`config.mk`:
```
export PLATFORM = sky130hd
export DESIGN_NAME = eabv_qmul
export DESIGN_NICKNAME = d
export VERILOG_FILES = /design/src/rtl/eabv_pkg.sv /design/src/rtl/eabv_qmul.sv
export SDC_FILE = /design/constraint.sdc
export NUM_CORES = 2
export LEC_CHECK = 0
export ABC_CLOCK_PERIOD_IN_PS = 10600
export BUFFER_PORTS_ARGS = -buffer_cell sky130_fd_sc_hd__buf_2
export CORE_UTILIZATION = 67
export DETAILED_ROUTE_END_ITERATION = 10
export PLACE_DENSITY = 0.94
export SETUP_SLACK_MARGIN = 0.05
export SLEW_MARGIN = 0
export SYNTH_ARGS = -nofsm -noshare
export SYNTH_HDL_FRONTEND = slang
export SYNTH_SLANG_ARGS = --single-unit
```
`constraint.sdc`:
```
create_clock -name i_clk -period 10.6 [get_ports i_clk]
set_clock_uncertainty 0.1 [all_clocks]
set_input_delay 0 -clock i_clk [delete_from_list [all_inputs] [get_ports i_clk]]
set_output_delay 0 -clock i_clk [all_outputs]
set_load 0.05 [all_outputs]
```
`src/rtl/eabv_pkg.sv`:
```
// Shared types, constants and arithmetic helpers for the Euler angle to basis vector block.
package eabv_pkg;

    localparam int ANGLE_FRAC_BITS = 6;
    localparam int OUT_FRAC_BITS   = 14;
    localparam int CORDIC_STEPS    = 20;
    localparam int ZQ              = 20;
    localparam int DQ              = 30;
    localparam int TURN            = 360 << ANGLE_FRAC_BITS;
    localparam int QUARTER         = 90 << ANGLE_FRAC_BITS;
    localparam int XW              = 34;
    localparam int VW              = 32;
    localparam int SW              = 34;
    localparam logic signed [XW-1:0] CORDIC_X0 = XW'(652032874);

    typedef struct packed {
        logic signed [15:0] pitch_deg;
        logic signed [15:0] yaw_deg;
        logic signed [15:0] roll_deg;
    } t_angles;

    typedef struct packed {
        logic signed [15:0] forward_x;
        logic signed [15:0] forward_y;
        logic signed [15:0] forward_z;
        logic signed [15:0] right_x;
        logic signed [15:0] right_y;
        logic signed [15:0] right_z;
        logic signed [15:0] up_x;
        logic signed [15:0] up_y;
        logic signed [15:0] up_z;
    } t_basis;

    function automatic logic signed [31:0] atan_q20(input int k);
        logic signed [31:0] v;
        unique case (k)
            0:  v = 32'sd47185920;
            1:  v = 32'sd27855475;
            2:  v = 32'sd14718068;
            3:  v = 32'sd7471121;
            4:  v = 32'sd3750058;
            5:  v = 32'sd1876857;
            6:  v = 32'sd938658;
            7:  v = 32'sd469357;
            8:  v = 32'sd234682;
            9:  v = 32'sd117342;
            10: v = 32'sd58671;
            11: v = 32'sd29335;
            12: v = 32'sd14668;
            13: v = 32'sd7334;
            14: v = 32'sd3667;
            15: v = 32'sd1833;
            16: v = 32'sd917;
            17: v = 32'sd458;
            18: v = 32'sd229;
            19: v = 32'sd115;
            default: v = 32'sd0;
        endcase
        return v;
    endfunction

    function automatic logic signed [15:0] to_out(input logic signed [SW-1:0] v);
        logic signed [SW-1:0] t;
        logic signed [SW-1:0] lim;
        t   = (v + SW'(1 << (DQ - OUT_FRAC_BITS - 1))) >>> (DQ - OUT_FRAC_BITS);
        lim = SW'(1 << OUT_FRAC_BITS);
        if (t > lim) begin
            t = lim;
        end else if (t < -lim) begin
            t = -lim;
        end
        return t[15:0];
    endfunction

endpackage

```
`src/rtl/eabv_qmul.sv`:
```
// Q30 fixed-point multiplier with round half up, product and rounding in two stages.
module eabv_qmul (
    input  logic               i_clk,
    input  logic signed [31:0] i_a,
    input  logic signed [31:0] i_b,
    output logic signed [31:0] o_p
);
    import eabv_pkg::*;

    logic signed [63:0] r_prod;
    logic signed [31:0] r_p;
    logic signed [63:0] rnd;

    assign rnd = (r_prod + 64'sd536870912) >>> DQ;

    always_ff @(posedge i_clk) begin
        r_prod <= i_a * i_b;
        r_p    <= rnd[31:0];
    end

    assign o_p = r_p;
endmodule

```
# After elaboration in Yosys (flattened, before gate mapping)
# Cells that the tools add are included.
[word_totals]
ff_bits = 94
out_inout_bits = 32
wordCells = 4
[classes]
add_sub_neg = 1
mul = 1
[op_table]
columns = ["operator", "n"]
rows = [
  ["62-bit by 31-bit adder with 62-bit output, second input constant", 1],
  ["32-bit by 32-bit multiplier with 62-bit output", 1],
]

# Longest topological paths before layout
[logic_depth]
ltp_word = 1
mapped_depth = 27
depth_no_buf = 26

# Worst setup path after synthesis
# Ideal clock, no wire load.
[synth_timing]
kind = "in2reg"
start = "input port i_a[31]"
end = "register r_prod[61]"
required_time_ps = 10428
arrival_ps = 7262
stages = 27
slack_ps = 3166
cell_sequence = "clkbuf_1 -> nand2_1 -> inv_1 -> fa_1 -> inv_1 -> fa_1 -> inv_1 -> fa_1 -> fa_1 -> inv_1 -> fa_1 -> inv_1 -> fa_1 -> inv_1 -> fa_1 -> fa_1 -> inv_1 -> ha_1 -> a21o_1 -> a21o_1 -> a21oi_1 -> o21ai_0 -> a2bb2oi_1 -> o21ai_2 -> or4b_4 -> a31oi_4 -> xnor2_1"
[synth_via]
elab_chain_len = 1
[synth_lines]
columns = ["element", "line", "rtl"]
rows = [
  ["start: declaration", "eabv_qmul.sv:4", "input logic signed [31:0] i_a,"],
  ["32-bit by 32-bit multiplier with 62-bit output", "eabv_qmul.sv:17", "r_prod <= i_a * i_b;"],
  ["end signal: assignment", "eabv_qmul.sv:17", ""],
  ["end: declaration", "eabv_qmul.sv:10", "logic signed [63:0] r_prod;"],
]
# Every way passes these cells.

# Final worst setup path
[layout_timing]
start = "input port i_b[5]"
end = "register r_prod[61]"
[layout_via]
elab_chain_len = 1
[layout_lines]
columns = ["element", "line", "rtl"]
rows = [
  ["start: declaration", "eabv_qmul.sv:5", "input logic signed [31:0] i_b,"],
  ["32-bit by 32-bit multiplier with 62-bit output", "eabv_qmul.sv:17", ""],
]
# Every way passes these cells.

==> results.yml <==
status:
  status: "completed"
floorplan:
  num_rows: 85
  io_pins: 97
  die_w_um: 236
  die_area_mm2: 0.0559
  dieHeight_um: 236
  initial_core_util_pct: 68.1
  core_area_mm2: 0.0540
critical_path:
  r2r_start: "r_prod[31]"
  setup.worst_path.end_class: "register"
  cp.arrival_ns: 8.57
  crit_path_max_fanout: 32
  critPathKind: "input pin to register"
  r2r-end: "o_p[31]"
  reg2regPathDepth: 9
  cp-startpoint: "i_b[5]"
  rrSetupSlack_ns: 7.94
  path_delay_family: "adder cells"
  cp.required_ns: 10.75
  crit_path_max_incr_delay_ns: 0.85
  path_buf_inv: 8
  critPathSlowestCell: "fa_1"
  start_kind: "input pin"
  cpMostUsedCell: "fa_1"
routing:
  avgViaCountPerCell: 5.96
  wire_per_inst_um: 21.0
  drt_iter0_markers: 2160
  first_pass_iters: 6
  drt_wl_total_mm: 94.1
  drc: 0
  drtAntennaViolNets: 0
  num_vias: 26700
global_routing:
  grt_pass1_vias: 31800
  grt_pass1_wl_mm: 157
  antenna_found_initial: 5
  grt_max_degree: 34
  track_usage_pct: 36.3
  grt_remaining_overflow: 0
timing:
  clock.fmax_mhz: 119
  tightest_slew_ns: 0.849
  drv_slew: 0
  hold_viol_final: 0
  rsz0062_at_grt: "false"
  whs_ns: 0.346
  period_share_pct: 79.4
  finalSetupTns_ns: 0
  max_slew_margin_pct: 43.4
  finalSetupViolations: 0
  fin_crit_ns: 8.42
layout:
  final.fill_count: 3502
  multi_input_area_mm2: 0.0312
  regArea_mm2: 0.00130
  drive_gt1_share_pct: 3.22
  fin_nets: 5084
  instances_no_fill: 4484
  synthToLayoutAreaGrowth_pct: 2.64
clock_network:
  clkLatencyLatePin_ns: 0.32
  clock_path_buffers: 2
  cts.clk_slew.worst_paths_ns: 0.06
  cts_buffers: 9
  clock_sinks: 65
  cts_setup_buffers: 0
  cts_resized: 0
  cts-root-buf: "clkbuf_16"
  htree_levels: 3
  cts_tree: "built"
  ctsHoldBuffers: 0
synthesis:
  synthFlopType: "dfxtp_1"
  syn-num-nets: 5173
  ys_async_sr_fraction_pct: 0
  synth_top_cell_area_share_pct: 57.7
  synth_largest_area_cell: "fa_1"
  ys_seq_elements: 65
  synth_cell_type_count: 57
  mappedNetlistArea_mm2: 0.0368
  synth_edf_count: 0
  yosys_warnings: 0
  netlist_top_cells_area: "fa_1 (58%), inv_1 (9.7%), and2_1 (8.7%)"
  yosysSeqAreaShare_pct: 3.53
  syn_avg_cell_area_um2: 9.52
  syn_inst: 3869
place:
  gp_congestion: 0.964
  place_hpwl_mm: 75.4
  port_buffers: 96
  dpl.cell_count: 4465
hold_path:
  worstHoldPathType: "register to register"
  hold-path-endpoint: "o_p[31]"
  hold_path_depth: 1
  worst_hold_startpoint: "r_prod[61]"
job:
  drv_cap: 0
[synth_stat cells (all sizes together), types with 2 or more instances]
master	count
a2111oi	4
and2	514
o21ai	31
inv	951
o31ai	4
nor2	34
a211oi	5
a31oi	7
ha	178
nand3	24
nand4b	3
nand2	521
nor2b	26
a21oi	45
a221o	2
nand4	23
buf	2
o21a	6
a211o	2
dfxtp	65
xnor2	65
clkbuf	198
fa	1061
and4	6
a41oi	2
and3	6
nand2b	10
nor3	9
xor2	19
a21o	21
o21bai	6
o211ai	3
[per-stage QoR]
step,utilization [%],area [um2],worst slack [ns]
after floorplan,-,36800,3.17
after detailed placement,69.3,37400,2.04
after global routing,69.9,37800,1.90
after global placement,69.3,37400,2.42
after CTS,69.9,37800,2.36
final,69.9,37800,2.18
[layer usage]
layer	vias up	part of all wire, %	GRT usage, %
li1	10800	-	-
met1	13600	31	39.3
met2	1660	51	62.7
met3	614	9.2	8.00
met4	6	8.8	26.5
met5	-	0.043	0
[sequential cells by signal (all words and copies together) (netlist names)]
name,cells
r_prod,33
o_p,32
[cell type report]
class | instances | share of cell area, %
multi-input combinational | 2653 | 82.5
inverter | 951 | 9.45
sequential | 65 | 3.44
tap | 696 | 2.30
timing repair buffer | 100 | 1.35
clock buffer | 11 | 0.616
clock inverter | 5 | 0.275
antenna | 3 | 0.0199
[how the worst max path moves through the flow]
stage	end	depth (start not counted)	slack, ns
6_report	r_prod[61]	27	2.18
5_1_grt	r_prod[61]	27	1.90
4_1_cts	r_prod[61]	27	2.36
2_1_floorplan	r_prod[61]	27	3.17
3_3_place_gp	r_prod[61]	27	2.42
3_5_place_dp	r_prod[61]	27	2.04
[placed cells by master (no fill, tap or decap), types with 3 or more instances in the layout]
cell and count:
nor2_1 34, o211ai_1 3, nor3_1 8, and3_1 6, ha_1 178, diode_2 3
a21o_1 21, a31oi_1 6, inv_1 951, o21a_1 6, nand4_1 23, fa_1 1061
nand3_1 24, o31ai_1 3, a2111oi_0 3, bufinv_16 3, and4_1 6, xor2_1 19
nand2_1 521, nand2b_1 10, xnor2_1 65, nor2b_1 26, nand4b_1 3, dfxtp_1 65
buf_2 96, and2_1 514, buf_4 4, a21oi_1 45, clkbuf_16 9, a211oi_1 4
o21bai_1 6, o21ai_1 9, o21ai_0 20
[cell families after synthesis]
family          count (synthesis)  synth area share, %
simple gates                 1180                 16.3
flops                          65                 3.53
mux                             1               0.0272
xor+xnor                       84                 2.00
compound gates                149                 2.69
buf+inv                      1151                 11.7
fa+ha+maj                    1239                 63.7
Power is not shown: default switching activity piles up to over one toggle a cycle in this logic, so the estimate is an artifact.
