$ cat src/rtl/eabv_pkg.sv
// Shared types, constants and arithmetic helpers for the Euler angle to basis vector block.
package eabv_pkg;

    localparam int ANGLE_FRAC_BITS = 6;
    localparam int OUT_FRAC_BITS   = 14;
    localparam int CORDIC_STEPS    = 20;
    localparam int ZQ              = 20;
    localparam int DQ              = 30;
    localparam int TURN            = 360 << ANGLE_FRAC_BITS;
    localparam int QUARTER         = 90 << ANGLE_FRAC_BITS;
    localparam int XW              = 34;
    localparam int VW              = 32;
    localparam int SW              = 34;
    localparam logic signed [XW-1:0] CORDIC_X0 = XW'(652032874);

    typedef struct packed {
        logic signed [15:0] pitch_deg;
        logic signed [15:0] yaw_deg;
        logic signed [15:0] roll_deg;
    } t_angles;

    typedef struct packed {
        logic signed [15:0] forward_x;
        logic signed [15:0] forward_y;
        logic signed [15:0] forward_z;
        logic signed [15:0] right_x;
        logic signed [15:0] right_y;
        logic signed [15:0] right_z;
        logic signed [15:0] up_x;
        logic signed [15:0] up_y;
        logic signed [15:0] up_z;
    } t_basis;

    function automatic logic signed [31:0] atan_q20(input int k);
        logic signed [31:0] v;
        unique case (k)
            0:  v = 32'sd47185920;
            1:  v = 32'sd27855475;
            2:  v = 32'sd14718068;
            3:  v = 32'sd7471121;
            4:  v = 32'sd3750058;
            5:  v = 32'sd1876857;
            6:  v = 32'sd938658;
            7:  v = 32'sd469357;
            8:  v = 32'sd234682;
            9:  v = 32'sd117342;
            10: v = 32'sd58671;
            11: v = 32'sd29335;
            12: v = 32'sd14668;
            13: v = 32'sd7334;
            14: v = 32'sd3667;
            15: v = 32'sd1833;
            16: v = 32'sd917;
            17: v = 32'sd458;
            18: v = 32'sd229;
            19: v = 32'sd115;
            default: v = 32'sd0;
        endcase
        return v;
    endfunction

    function automatic logic signed [15:0] to_out(input logic signed [SW-1:0] v);
        logic signed [SW-1:0] t;
        logic signed [SW-1:0] lim;
        t   = (v + SW'(1 << (DQ - OUT_FRAC_BITS - 1))) >>> (DQ - OUT_FRAC_BITS);
        lim = SW'(1 << OUT_FRAC_BITS);
        if (t > lim) begin
            t = lim;
        end else if (t < -lim) begin
            t = -lim;
        end
        return t[15:0];
    endfunction

endpackage

$ cat src/rtl/eabv_reduce.sv
// Angle reduction into a quadrant and a Q20 degree remainder, two register stages.
module eabv_reduce (
    input  logic               i_clk,
    input  logic               i_rst_n,
    input  logic               i_valid,
    input  logic signed [15:0] i_angle,
    output logic               o_valid,
    output logic [1:0]         o_quad,
    output logic signed [31:0] o_z
);
    import eabv_pkg::*;

    logic               r_v1;
    logic [14:0]        r_m;
    logic               r_v2;
    logic [1:0]         r_quad;
    logic signed [31:0] r_z;
    logic signed [17:0] a;
    logic signed [17:0] n_m;
    logic [1:0]         n_quad;
    logic [14:0]        n_r;

    assign a = 18'(i_angle);

    always_comb begin
        priority if (a < -18'sd23040) begin
            n_m = a + 18'(2 * TURN);
        end else if (a < 18'sd0) begin
            n_m = a + 18'(TURN);
        end else if (a >= 18'(TURN)) begin
            n_m = a - 18'(TURN);
        end else begin
            n_m = a;
        end
    end

    always_comb begin
        priority if (r_m < 15'(QUARTER)) begin
            n_quad = 2'd0;
            n_r    = r_m;
        end else if (r_m < 15'(2 * QUARTER)) begin
            n_quad = 2'd1;
            n_r    = r_m - 15'(QUARTER);
        end else if (r_m < 15'(3 * QUARTER)) begin
            n_quad = 2'd2;
            n_r    = r_m - 15'(2 * QUARTER);
        end else begin
            n_quad = 2'd3;
            n_r    = r_m - 15'(3 * QUARTER);
        end
    end

    always_ff @(posedge i_clk) begin
        if (!i_rst_n) begin
            r_v1 <= 1'b0;
            r_v2 <= 1'b0;
        end else begin
            r_v1 <= i_valid;
            r_v2 <= r_v1;
        end
        r_m    <= n_m[14:0];
        r_quad <= n_quad;
        r_z    <= 32'(n_r) <<< (ZQ - ANGLE_FRAC_BITS);
    end

    assign o_valid = r_v2;
    assign o_quad  = r_quad;
    assign o_z     = r_z;
endmodule

$ cat config.mk
export PLATFORM = sky130hd
export DESIGN_NAME = eabv_reduce
export DESIGN_NICKNAME = d
export VERILOG_FILES = /design/src/rtl/eabv_pkg.sv /design/src/rtl/eabv_reduce.sv
export SDC_FILE = /design/constraint.sdc
export NUM_CORES = 1
export LEC_CHECK = 0
export ABC_CLOCK_PERIOD_IN_PS = 4700
export BUFFER_PORTS_ARGS = -buffer_cell sky130_fd_sc_hd__buf_4
export CAP_MARGIN = 20
export CORE_MARGIN = 5
export CORE_UTILIZATION = 45
export CTS_CLUSTER_DIAMETER = 30
export DETAILED_ROUTE_END_ITERATION = 7
export GPL_ROUTABILITY_DRIVEN = 0
export PLACE_DENSITY = 0.7
export SLEW_MARGIN = 30
export SYNTH_ARGS = -nofsm -noshare
export SYNTH_HDL_FRONTEND = slang
export SYNTH_SLANG_ARGS = --single-unit
$ cat constraint.sdc
create_clock -name i_clk -period 4.7 [get_ports i_clk]
set_input_delay 1.41 -clock i_clk [delete_from_list [all_inputs] [get_ports i_clk]]
set_output_delay 1.41 -clock i_clk [all_outputs]
set_load 0.1 [all_outputs]
After elaboration in Yosys (flattened, before gate mapping)
Cells that the tools add are included.

storage, ports and cells
  bits in latches = 0
  memories = 0
  RAM bits = 0
  bits in registers = 34
  output and inout port bits = 35
  bits of input ports = 19
  logic and storage cells = 27
  ROM bits = 0

operators by class
  mux-type cells = 8
  reduce and logical (&&, ||, !) cells = 1
  div/mod/pow operators = 0
  order comparisons = 6
  eq/ne operators = 0
  bitwise gates (word level) = 0
  multiply operators = 0
  add/subtract/negate cells = 6
  shift operators = 0

operator list
  kind                    count
  $mux 15                 6
  $add 15x15->15 const B  2
  $sub 15x15->15 const B  2
  $ge 16x16->1 const B    1
  $lt 16x1->1 const B     1
  $lt 16x16->1 const B    1
  $lt 15x13->1 const B    1
  $lt 15x14->1 const B    1
  $lt 15x15->1 const B    1
  $sub 15x13->15 const B  1
  $sub 15x14->15 const B  1
  $mux 1                  2
  $reduce_or 2->1         1

Logic depth before layout (Yosys ltp)
Gate-level depths: netlist (run 1).

  depth in word-level cells = 4
  gate-level depth with buffers = 7
  gate-level depth less buffers = 7

Least setup slack after synthesis (run 1)
Ideal clock, no wire load.

  kind = input-to-reg
  start point = input i_angle[11]
  end point = register r_m[12]
  required time = 4.628 ns
  arrival = 2.758 ns
  slack = 1.870 ns
  buffers on the path = 0
  stages = 7
  setup time = 0.072 ns
  path through = inv_1 > ha_1 > a211o_1 > a211oi_1 > a21oi_1 > o31ai_1 > xnor2_1

between the ends
  longest elaborated chain between the ends = 4

RTL lines
  element                                                line                                  text
  start: declaration                                     eabv_reduce.sv:6                      input logic signed [15:0] i_angle,
  $sub 15x15->15 / $ge 16x16->1 (equally long branches)  eabv_reduce.sv:31, eabv_reduce.sv:30
  $mux 15                                                eabv_reduce.sv:30                     end else if (a >= 18'(TURN)) begin
  $mux 15                                                eabv_reduce.sv:28                     end else if (a < 18'sd0) begin
  $mux 15 *                                              eabv_reduce.sv:26                     priority if (a < -18'sd23040) begin
  via n_m[12]                                            eabv_reduce.sv:19                     logic signed [17:0] n_m;
  end signal: assignment                                 eabv_reduce.sv:61                     r_m <= n_m[14:0];
  end: declaration                                       eabv_reduce.sv:14                     logic [14:0] r_m;

The timed path passes the listed nets; every way through them passes the cells marked *.
A chain may end at the register's enable or synchronous reset.

Worst setup path after layout (run 1)
Ends and elaborated chain as after synthesis.

==> results.tsv, run 1 <==
metric	value	unit
status	finished, final reports clean	
power share of the combinational group	0.419	
global route total overflow	0	
fin nets	259	
Final period util	0.621	
layout cell share with drive strength beyond 1	0.213	
WP data arrival	3.14	ns
Worst Path Required	4.92	ns
R2R Path End	o_z[21]$_DFF_P_	
Distinct cells, synth	51	
Setup crit start	i_angle[11]	
Crit. End Element	register	
Pwr Total	0.981	mW
cell area after layout	0.00208	mm²
R2R Path Start	r_m[8]$_DFF_P_	
maximum vdd drop	167	µV
pwr/cell area	472	mW/mm²
register area share after synthesis	0.385	
Total Routed Length	3.56	mm
internal power	0.534	mW
GRT Util Overall	0.143	
Die Y	72.7	µm
mean routed wirelength per cell	12.8	µm
CP Launch Type	primary input	
sequential power share	0.358	
die area	0.00528	mm²
R2R depth	7	
Synth async-reset ratio	0	
area grow syn2layout	17.6	%
flop2flop setup slack	2.57	ns
most common cell in the netlist	dfxtp_1	
Crit Path Max Fanout	9	
vias in the first global route	1325	
Post-DP Area	0.00198	mm²
switching portion of total power	0.456	
Final TNS setup	0	ns
unrepaired setup endpoints after global routing	no	
post-CTS sizing	0	
WHS	0.329	ns
sequential cell area	681	µm²
Post-CTS Setup Bufs	0	
n_diodes	0	
CTS Sinks	34	
CP Class	in2reg	
vias	1440	
Critical Path End	r_m[12]$_DFF_P_	
synthesized area	0.00177	mm²
P_leak	0.929	nW
hpwl dp	2.70	mm
fmax	343	MHz
Yosys top cell by area	dfxtp_1	
Least-Margin Pin Slew	0.677	ns
clock slew at reported path FFs	0.07	ns
Synth top area share	0.385	
Starting DRT DRC Count	94	
core area	0.00374	mm²
Hold Crit Start	r_m[2]$_DFF_P_	
Final ANT Viol Nets	0	
Die Width	72.7	µm
post-route setup slack	1.78	ns
pin count of the biggest net entering global routing	15	
final hold violations	0	
row count	22	
Initial Utilization	0.472	
first-pass GRT wire length	5.99	mm
synth warn	0	
Final Setup Violations	0	
final-report max-slew violation count	0	
net switching power	0.447	mW
CTS Buf Count	5	
syn_area_per_cell	8.97	µm²
clock skew	0.00458	ns
CTS Buffer Depth	2	
initial antenna violation count	0	
I/O pin cnt	54	
Initial DRT Pass Iterations	4	
Root Buffer Master	clkbuf_8	
Gate Count Post-Synth	197	
Max transition margin	0.546	
multi-input logic area	932	µm²
hold_buf cts	0	
fill cell count	359	
Place WS	1.51	ns
Post-synth EDFFs	0	
top post-synthesis cells by area	dfxtp_1, ha_1, buf_4	
# Max-Cap Violations	0	
I/O Buffers	36	
CTS tree	done	
Main synth FF type	dfxtp_1	
HP Class	reg2reg	
synthesized flop and latch total	34	
most frequent cells after synthesis	dfxtp_1, buf_4, nand2_1	
post-layout minimum cycle time	2.92	ns
H-tree depth	2	
DR DRC count	0	
mean number of vias per cell	5.18	
clk_lat worst skew	0.28	ns
Clk network pwr share	0.223	
area by class of cell:
cell class / count / share of cell area
Multi-Input combinational cell: 141 / 0.448
Timing Repair Buffer: 36 / 0.130
Tap cell: 48 / 0.0289
Sequential cell: 34 / 0.327
Inverter: 11 / 0.0199
Clock inverter: 2 / 0.00602
Clock buffer: 6 / 0.0397
cells by family (layout without fill, tap and decap cells):
group           Yosys count  after routing  synth area share
xor+xnor                  4              4            0.0198
fa+ha+maj                11             11            0.0778
mux                       3              3            0.0177
compound gates           54             54             0.217
simple gates             52             52             0.159
buf+inv                  38             55             0.122
flops                    34             34             0.385
other cells               1             17           0.00212
power groups by stage:
stage / registers, mW / clock network (mW) / logic, mW
after detailed placement: 0.357 / 0 / 0.410
after CTS: 0.351 / 0.227 / 0.411
after floorplan: 0.527 / 0 / 0.178
after global placement: 0.357 / 0 / 0.409
after global routing: 0.356 / 0.240 / 0.433
final: 0.351 / 0.219 / 0.411
stage by stage:
step	utilization	std cells
6_report	0.555	278
5_1_grt	0.555	278
4_1_cts	0.555	278
3_5_place_dp	0.530	270
3_3_place_gp	0.530	270
2_1_floorplan	-	213
worst min-delay path by stage:
| stage | to | slack (ns) | cells after the start |
|---|---|---|---|
| 3_3_place_gp | o_z[16]$_DFF_P_ | 0.31 | 0 |
| 6_report | o_z[16]$_DFF_P_ | 0.33 | 0 |
| 3_5_place_dp | o_z[16]$_DFF_P_ | 0.31 | 0 |
| 2_1_floorplan | o_z[14]$_DFF_P_ | 0.31 | 0 |
| 4_1_cts | o_z[16]$_DFF_P_ | 0.33 | 0 |
| 5_1_grt | o_z[20]$_DFF_P_ | 0.33 | 0 |
worst max-delay path, stage by stage:
cell and delay (ns):
buf_4 0.13, inv_1 0.07, ha_1 0.21, a211o_1 0.30, a211oi_1 0.61, a21oi_1 0.15
o31ai_1 0.11, xnor2_1 0.14
sequential cells by signal, summed over array words and instances, names as in the netlist:
register	flops
o_z	15
r_m	15
o_quad	2
o_valid	1
r_v1	1
cells in the final DEF, fill, tap and decap left out, drive strengths merged, types with 4 or more instances in the layout:
cell,Yosys,routed
and2,4,4
xnor2,4,4
ha,11,11
clkbuf,7,6
inv,11,11
conb,1,17
a211oi,6,6
nor2,9,9
dfxtp,34,34
nor3,7,7
a21oi,12,12
nand2,13,13
buf,20,36
o21ai,9,9
metal layers:
metal  wire, µm  vias to the layer above  track usage
met4         79                        0       0.0799
met5          0                        -            0
met2       1690                       48        0.232
met3        239                        6       0.0248
met1       1550                      649        0.178
li1           -                      737            -
Power figures use the tool's default switching activity.
==> run 2: changes to the inputs <==
Settings changed: ABC_CLOCK_PERIOD_IN_PS 4700 to 2680, PLACE_DENSITY 0.7 to 0.73.
Clock period 4.7 ns to 2.68 ns, I/O delays scaled along.
==> run 2 against run 1 <==
Against the previous run:
- critical path depth unchanged
- cell count increased by 0.36%
- worst hold slack got worse by 0.0042 ns
- global-route usage about the same
- worst setup slack got worse by 1.2 ns
- non-clock buffer count is 1 higher
- largest power group unchanged
- register-to-register slack worse by 1.9 ns
- sequential cell count unchanged
- clock skew grew 0.0018 ns
- total power up 83%
==> results.tsv, run 2 (synthesized netlist as in run 1, its figures left out) <==
metric	value	unit	change
I/O Buffers	36		unchanged
Final Setup Violations	0		unchanged
WP data arrival	2.34	ns	-0.80 ns
final hold violations	0		unchanged
CTS Buf Count	5		unchanged
clock skew	0.00635	ns	+0.00177 ns
Total Routed Length	3.54	mm	-0.42%
pin count of the biggest net entering global routing	15		unchanged
n_diodes	0		unchanged
unrepaired setup endpoints after global routing	no		
# Max-Cap Violations	0		unchanged
hpwl dp	2.64	mm	-2.3%
Min-Delay Endpoint	o_z[18]$_DFF_P_		
R2R Path End	o_z[21]$_DFF_P_		
post-route setup slack	0.564	ns	-1.22 ns
I/O pin cnt	54		unchanged
maximum vdd drop	283	µV	+69%
first-pass GRT wire length	6.01	mm	+0.33%
vias in the first global route	1298		-2.0%
Post-DP Area	0.00199	mm²	+0.38%
Final period util	0.790		
mean number of vias per cell	5.19		+0.20%
status	finished, final reports clean		
Initial DRT Pass Iterations	4		unchanged
Critical path buffers and inverters	2		unchanged
CP Launch Type	primary input		
WHS Path Cells	0		unchanged
cell area after layout	0.00211	mm²	+1.3%
row count	22		unchanged
Die Width	72.7	µm	unchanged
Root Buffer Master	clkbuf_8		
post-CTS sizing	0		unchanged
area grow syn2layout	19.1	%	
hold_buf cts	0		unchanged
DR DRC count	0		unchanged
pwr/cell area	854	mW/mm²	+81%
fin nets	260		+0.39%
Crit. End Element	register		
Slowest cell on crit path	and4b_1		
Crit Path Max Fanout	6		-3
Util after Layout	0.563		+0.00702
Starting DRT DRC Count	115		+22%
global route total overflow	0		unchanged
R2R depth	7		unchanged
core area	0.00374	mm²	unchanged
clock slew at reported path FFs	0.07	ns	about the same
layout cell share with drive strength beyond 1	0.216		+0.00341
P_leak	0.937	nW	+0.91%
Post-CTS Setup Bufs	0		unchanged
Final TNS setup	0	ns	unchanged
HP Class	reg2reg		
vias	1448		+0.56%
CTS Buffer Depth	2		unchanged
R2R Path Start	r_m[8]$_DFF_P_		
Least-Margin Pin Slew	0.550	ns	-0.127 ns
Final ANT Viol Nets	0		unchanged
Setup crit start	i_angle[10]		
die area	0.00528	mm²	unchanged
Top delay family on crit path	simple AND/OR/NAND/NOR gates		
Hold Crit Start	r_m[4]$_DFF_P_		
CP Class	in2reg		
post-layout minimum cycle time	2.12	ns	
Initial Utilization	0.472		unchanged
GRT Util Overall	0.143		+0.000367
final-report max-slew violation count	0		unchanged
cells along the critical path	buf_4 -> inv_1 -> ha_1 -> nor4b_1 -> and4b_1 -> o21ai_0 -> o31ai_1 -> xnor2_1		
Place WS	0.269	ns	-1.24 ns
Die Y	72.7	µm	unchanged
flop2flop setup slack	0.65	ns	-1.92 ns
most frequent cells in the layout	buf_4, dfxtp_1, conb_1		
CTS tree	done		
H-tree depth	2		unchanged
critical path's largest stage delay	0.28	ns	-0.33 ns
clk_lat worst skew	0.29	ns	about the same
most common cell after layout, fill and taps aside	buf_4		
fmax	472	MHz	
Max transition margin	0.629		+0.0834
Worst Path Required	2.90	ns	-2.02 ns
mean routed wirelength per cell	12.7	µm	-0.78%
initial antenna violation count	0		unchanged
CTS Sinks	34		unchanged
==> run 2: changes by cell type in the layout (fill, tap and decap cells not counted) <==
cell        before  now
buf_4           36   37
clkinvlp_4       1    2
clkinv_2         1    0
clkbuf_8         6    5
bufinv_16        0    1
==> run 2: stage by stage <==
stage          hold WS, ns  power (mW)  cells
3_3_place_gp         0.310        1.34    271
4_1_cts              0.323        1.81    279
5_1_grt              0.336        1.88    279
2_1_floorplan        0.310        1.24    213
6_report             0.324        1.80    279
3_5_place_dp         0.312        1.35    271
==> run 2: power by group <==
part           internal (mW)  total (mW)  switching (mW)
Clock                  0.276       0.463           0.186
Combinational          0.161       0.720           0.558
Sequential             0.569       0.616          0.0470
Total                   1.01        1.80           0.792
==> run 2: worst max-delay path by stage <==
| stage | end | slack [ns] | cells after the start |
|---|---|---|---|
| after global placement | r_m[10]$_DFF_P_ | 0.32 | 8 |
| final | r_m[12]$_DFF_P_ | 0.56 | 8 |
| after CTS | r_m[12]$_DFF_P_ | 0.57 | 8 |
| after global routing | r_m[11]$_DFF_P_ | 0.35 | 8 |
| after detailed placement | r_m[12]$_DFF_P_ | 0.27 | 8 |
| after floorplan | r_m[12]$_DFF_P_ | 0.46 | 7 |
==> run 2: layout make-up <==
cell class                 count  area, µm²
clock inverter                 3       45.0
multi-input combinational    141        932
clock buffer                   5       68.8
fill                         350       1640
tap                           48       60.1
inverter                      11       41.3
timing repair buffer          37        278
sequential                    34        681
==> run 2: metal layers <==
layer / part of all wire / vias up / global-route usage / routed length (µm)
met5: 0 / - / 0 / 0
met4: 0.012 / 0 / 0.0656 / 42
met3: 0.082 / 4 / 0.0455 / 291
met2: 0.48 / 52 / 0.234 / 1690
met1: 0.43 / 655 / 0.171 / 1520
li1: - / 737 / - / -
==> run 3: changes to the inputs <==
Settings changed: ABC_CLOCK_PERIOD_IN_PS 2680 to 1900.
Clock period 2.68 ns to 1.9 ns, I/O delays scaled along.
==> run 3 against run 2 <==
Against the previous run:
- register-to-register slack got worse by 0.51 ns
- design area rose by 12%
- total power rose by 54%
- die area did not move
- wire length rose by 11%
- critical endpoint unchanged
- global-route usage rose by 1.2 points
==> results.tsv, run 3 (synthesized netlist as in run 1, its figures left out) <==
metric	value	unit	change
Post-CTS Setup Bufs	0		unchanged
Hold Crit Start	r_m[5]$_DFF_P_		
maximum vdd drop	414	µV	+46%
layout cell share with drive strength beyond 1	0.309		+0.0924
met2 Usage GRT	0.275		+0.0401
most frequent cells in the layout	buf_4, dfxtp_1, conb_1		
CTS Buffer Depth	2		unchanged
die area	0.00528	mm²	unchanged
fill cell count	343		-2.0%
M1 GR Usage	0.177		+0.00630
mean number of vias per cell	5.15		-0.77%
status	finished, final reports clean		
# Max-Cap Violations	0		unchanged
clock skew	0.00315	ns	-0.00320 ns
Initial DRT Pass Iterations	4		unchanged
pwr/cell area	1170	mW/mm²	+37%
Crit Path Max Fanout	5		-1
GRT Util Overall	0.155		+0.0115
row count	22		unchanged
final hold violations	0		unchanged
H-tree depth	2		unchanged
DR DRC count	0		unchanged
hold_buf cts	0		unchanged
WHS Path Cells	0		unchanged
flop2flop setup slack	0.14	ns	-0.51 ns
multi-input logic area	937	µm²	+0.54%
I/O Buffers	36		unchanged
placed insts	299		+10%
n_diodes	0		unchanged
I/O pin cnt	54		unchanged
CP Launch Type	primary input		
mean routed wirelength per cell	12.8	µm	+0.68%
unrepaired setup endpoints after global routing	yes		
Worst Path Required	2.11	ns	-0.79 ns
CTS tree	done		
met3 Use GR	0.0262		-0.0193
first-pass GRT wire length	6.48	mm	+7.8%
post-layout minimum cycle time	1.79	ns	
hpwl dp	3.10	mm	+18%
fin nets	288		+11%
R2R Path Start	r_m[9]$_DFF_P_		
global route total overflow	0		unchanged
Crit. End Element	register		
Starting DRT DRC Count	56		-51%
Total Routed Length	3.92	mm	+11%
core area	0.00374	mm²	unchanged
area grow syn2layout	33.7	%	
final-report max-slew violation count	0		unchanged
P_leak	1.10	nW	+17%
Final Setup Violations	0		unchanged
fmax	558	MHz	
sequential cell area	682	µm²	+0.18%
initial antenna violation count	0		unchanged
final cell count without fillers	307		+10%
Die Y	72.7	µm	unchanged
CTS Buf Count	5		unchanged
most common cell after layout, fill and taps aside	buf_4		
Final period util	0.943		
WP data arrival	2.01	ns	-0.33 ns
pin count of the biggest net entering global routing	13		-2
Min-Delay Endpoint	o_z[19]$_DFF_P_		
Final ANT Viol Nets	0		unchanged
R2R Path End	o_z[24]$_DFF_P_		
R2R depth	7		unchanged
CTS Sinks	34		unchanged
clock slew at reported path FFs	0.07	ns	about the same
HP Class	reg2reg		
Root Buffer Master	clkbuf_8		
Initial Utilization	0.472		unchanged
clk_lat worst skew	0.28	ns	about the same
Util after Layout	0.631		+0.0688
vias	1581		+9.2%
vias in the first global route	1523		+17%
CP Class	in2reg		
Die Width	72.7	µm	unchanged
GR peak layer	met2		
run 3: cell types whose count changed in the layout (fill, tap and decap cells not counted):
cell / change
buf_4: +27
a211oi_1: -1
dfxtp_2: +1
buf_12: +1
a211oi_2: +1
clkinvlp_4: -2
dfxtp_1: -1
o21ai_0: -1
o21ai_1: +1
bufinv_16: +1
clkbuf_8: +1
run 3: worst max-delay path by stage:
stage	from	depth (start not counted)	slack, ns	endpoint
3_5_place_dp	i_angle[10]	8	-0.20	r_m[12]$_DFF_P_
2_1_floorplan	i_angle[11]	7	0.06	r_m[12]$_DFF_P_
6_report	i_angle[10]	8	0.11	r_m[12]$_DFF_P_
5_1_grt	i_angle[11]	8	-0.0003	r_m[10]$_DFF_P_
3_3_place_gp	i_angle[10]	8	-0.12	r_m[12]$_DFF_P_
4_1_cts	r_m[8]$_DFF_P_	8	0.1	o_z[24]$_DFF_P_
run 3: final cells by class:
type	instances	area share
multi-input combinational	141	0.397
sequential	34	0.289
timing repair buffer	65	0.212
clock buffer	6	0.0349
clock inverter	2	0.0254
tap	48	0.0254
inverter	11	0.0175
run 3: power by group:
part,total (mW),switching [mW],leakage (nW),internal (mW)
registers,0.842,0.0389,0.286,0.803
clock network,0.811,0.252,0.0714,0.559
logic,1.11,0.833,0.742,0.280
total,2.77,1.12,1.10,1.64
run 3: stage by stage:
step                hold WS (ns)  power (mW)  instance area (µm²)  setup WS (ns)   TNS [ns]
floorplan                  0.310        1.74                 1830         0.0578          0
global placement           0.310        1.96                 2220         -0.116     -0.420
detailed placement         0.312        1.97                 2220         -0.199     -0.717
CTS                        0.329        2.79                 2360         0.0953          0
global route               0.335        2.88                 2360      -0.000335  -0.000335
finish                     0.328        2.77                 2360          0.109          0
run 3: worst max-delay path, stage by stage:
cell and delay [ns]:
buf_4 0.13, inv_1 0.10, ha_1 0.16, nor4b_1 0.21
and4b_1 0.25, o21ai_0 0.17, o31ai_1 0.27, xnor2_1 0.14
run 3: routing by layer:
| metal | part of all wire | wire, µm | vias up |
|---|---|---|---|
| li1 | - | - | 791 |
| met1 | 0.38 | 1510 | 721 |
| met2 | 0.51 | 2010 | 56 |
| met3 | 0.076 | 298 | 13 |
| met4 | 0.026 | 101 | 0 |
| met5 | 0 | 0 | - |
run 3: repair_timing:
action | CTS | global route
hold endpoints to repair | 0 | 0
setup endpoints to repair | 1 | 5
gates resized for setup | 1 | 1
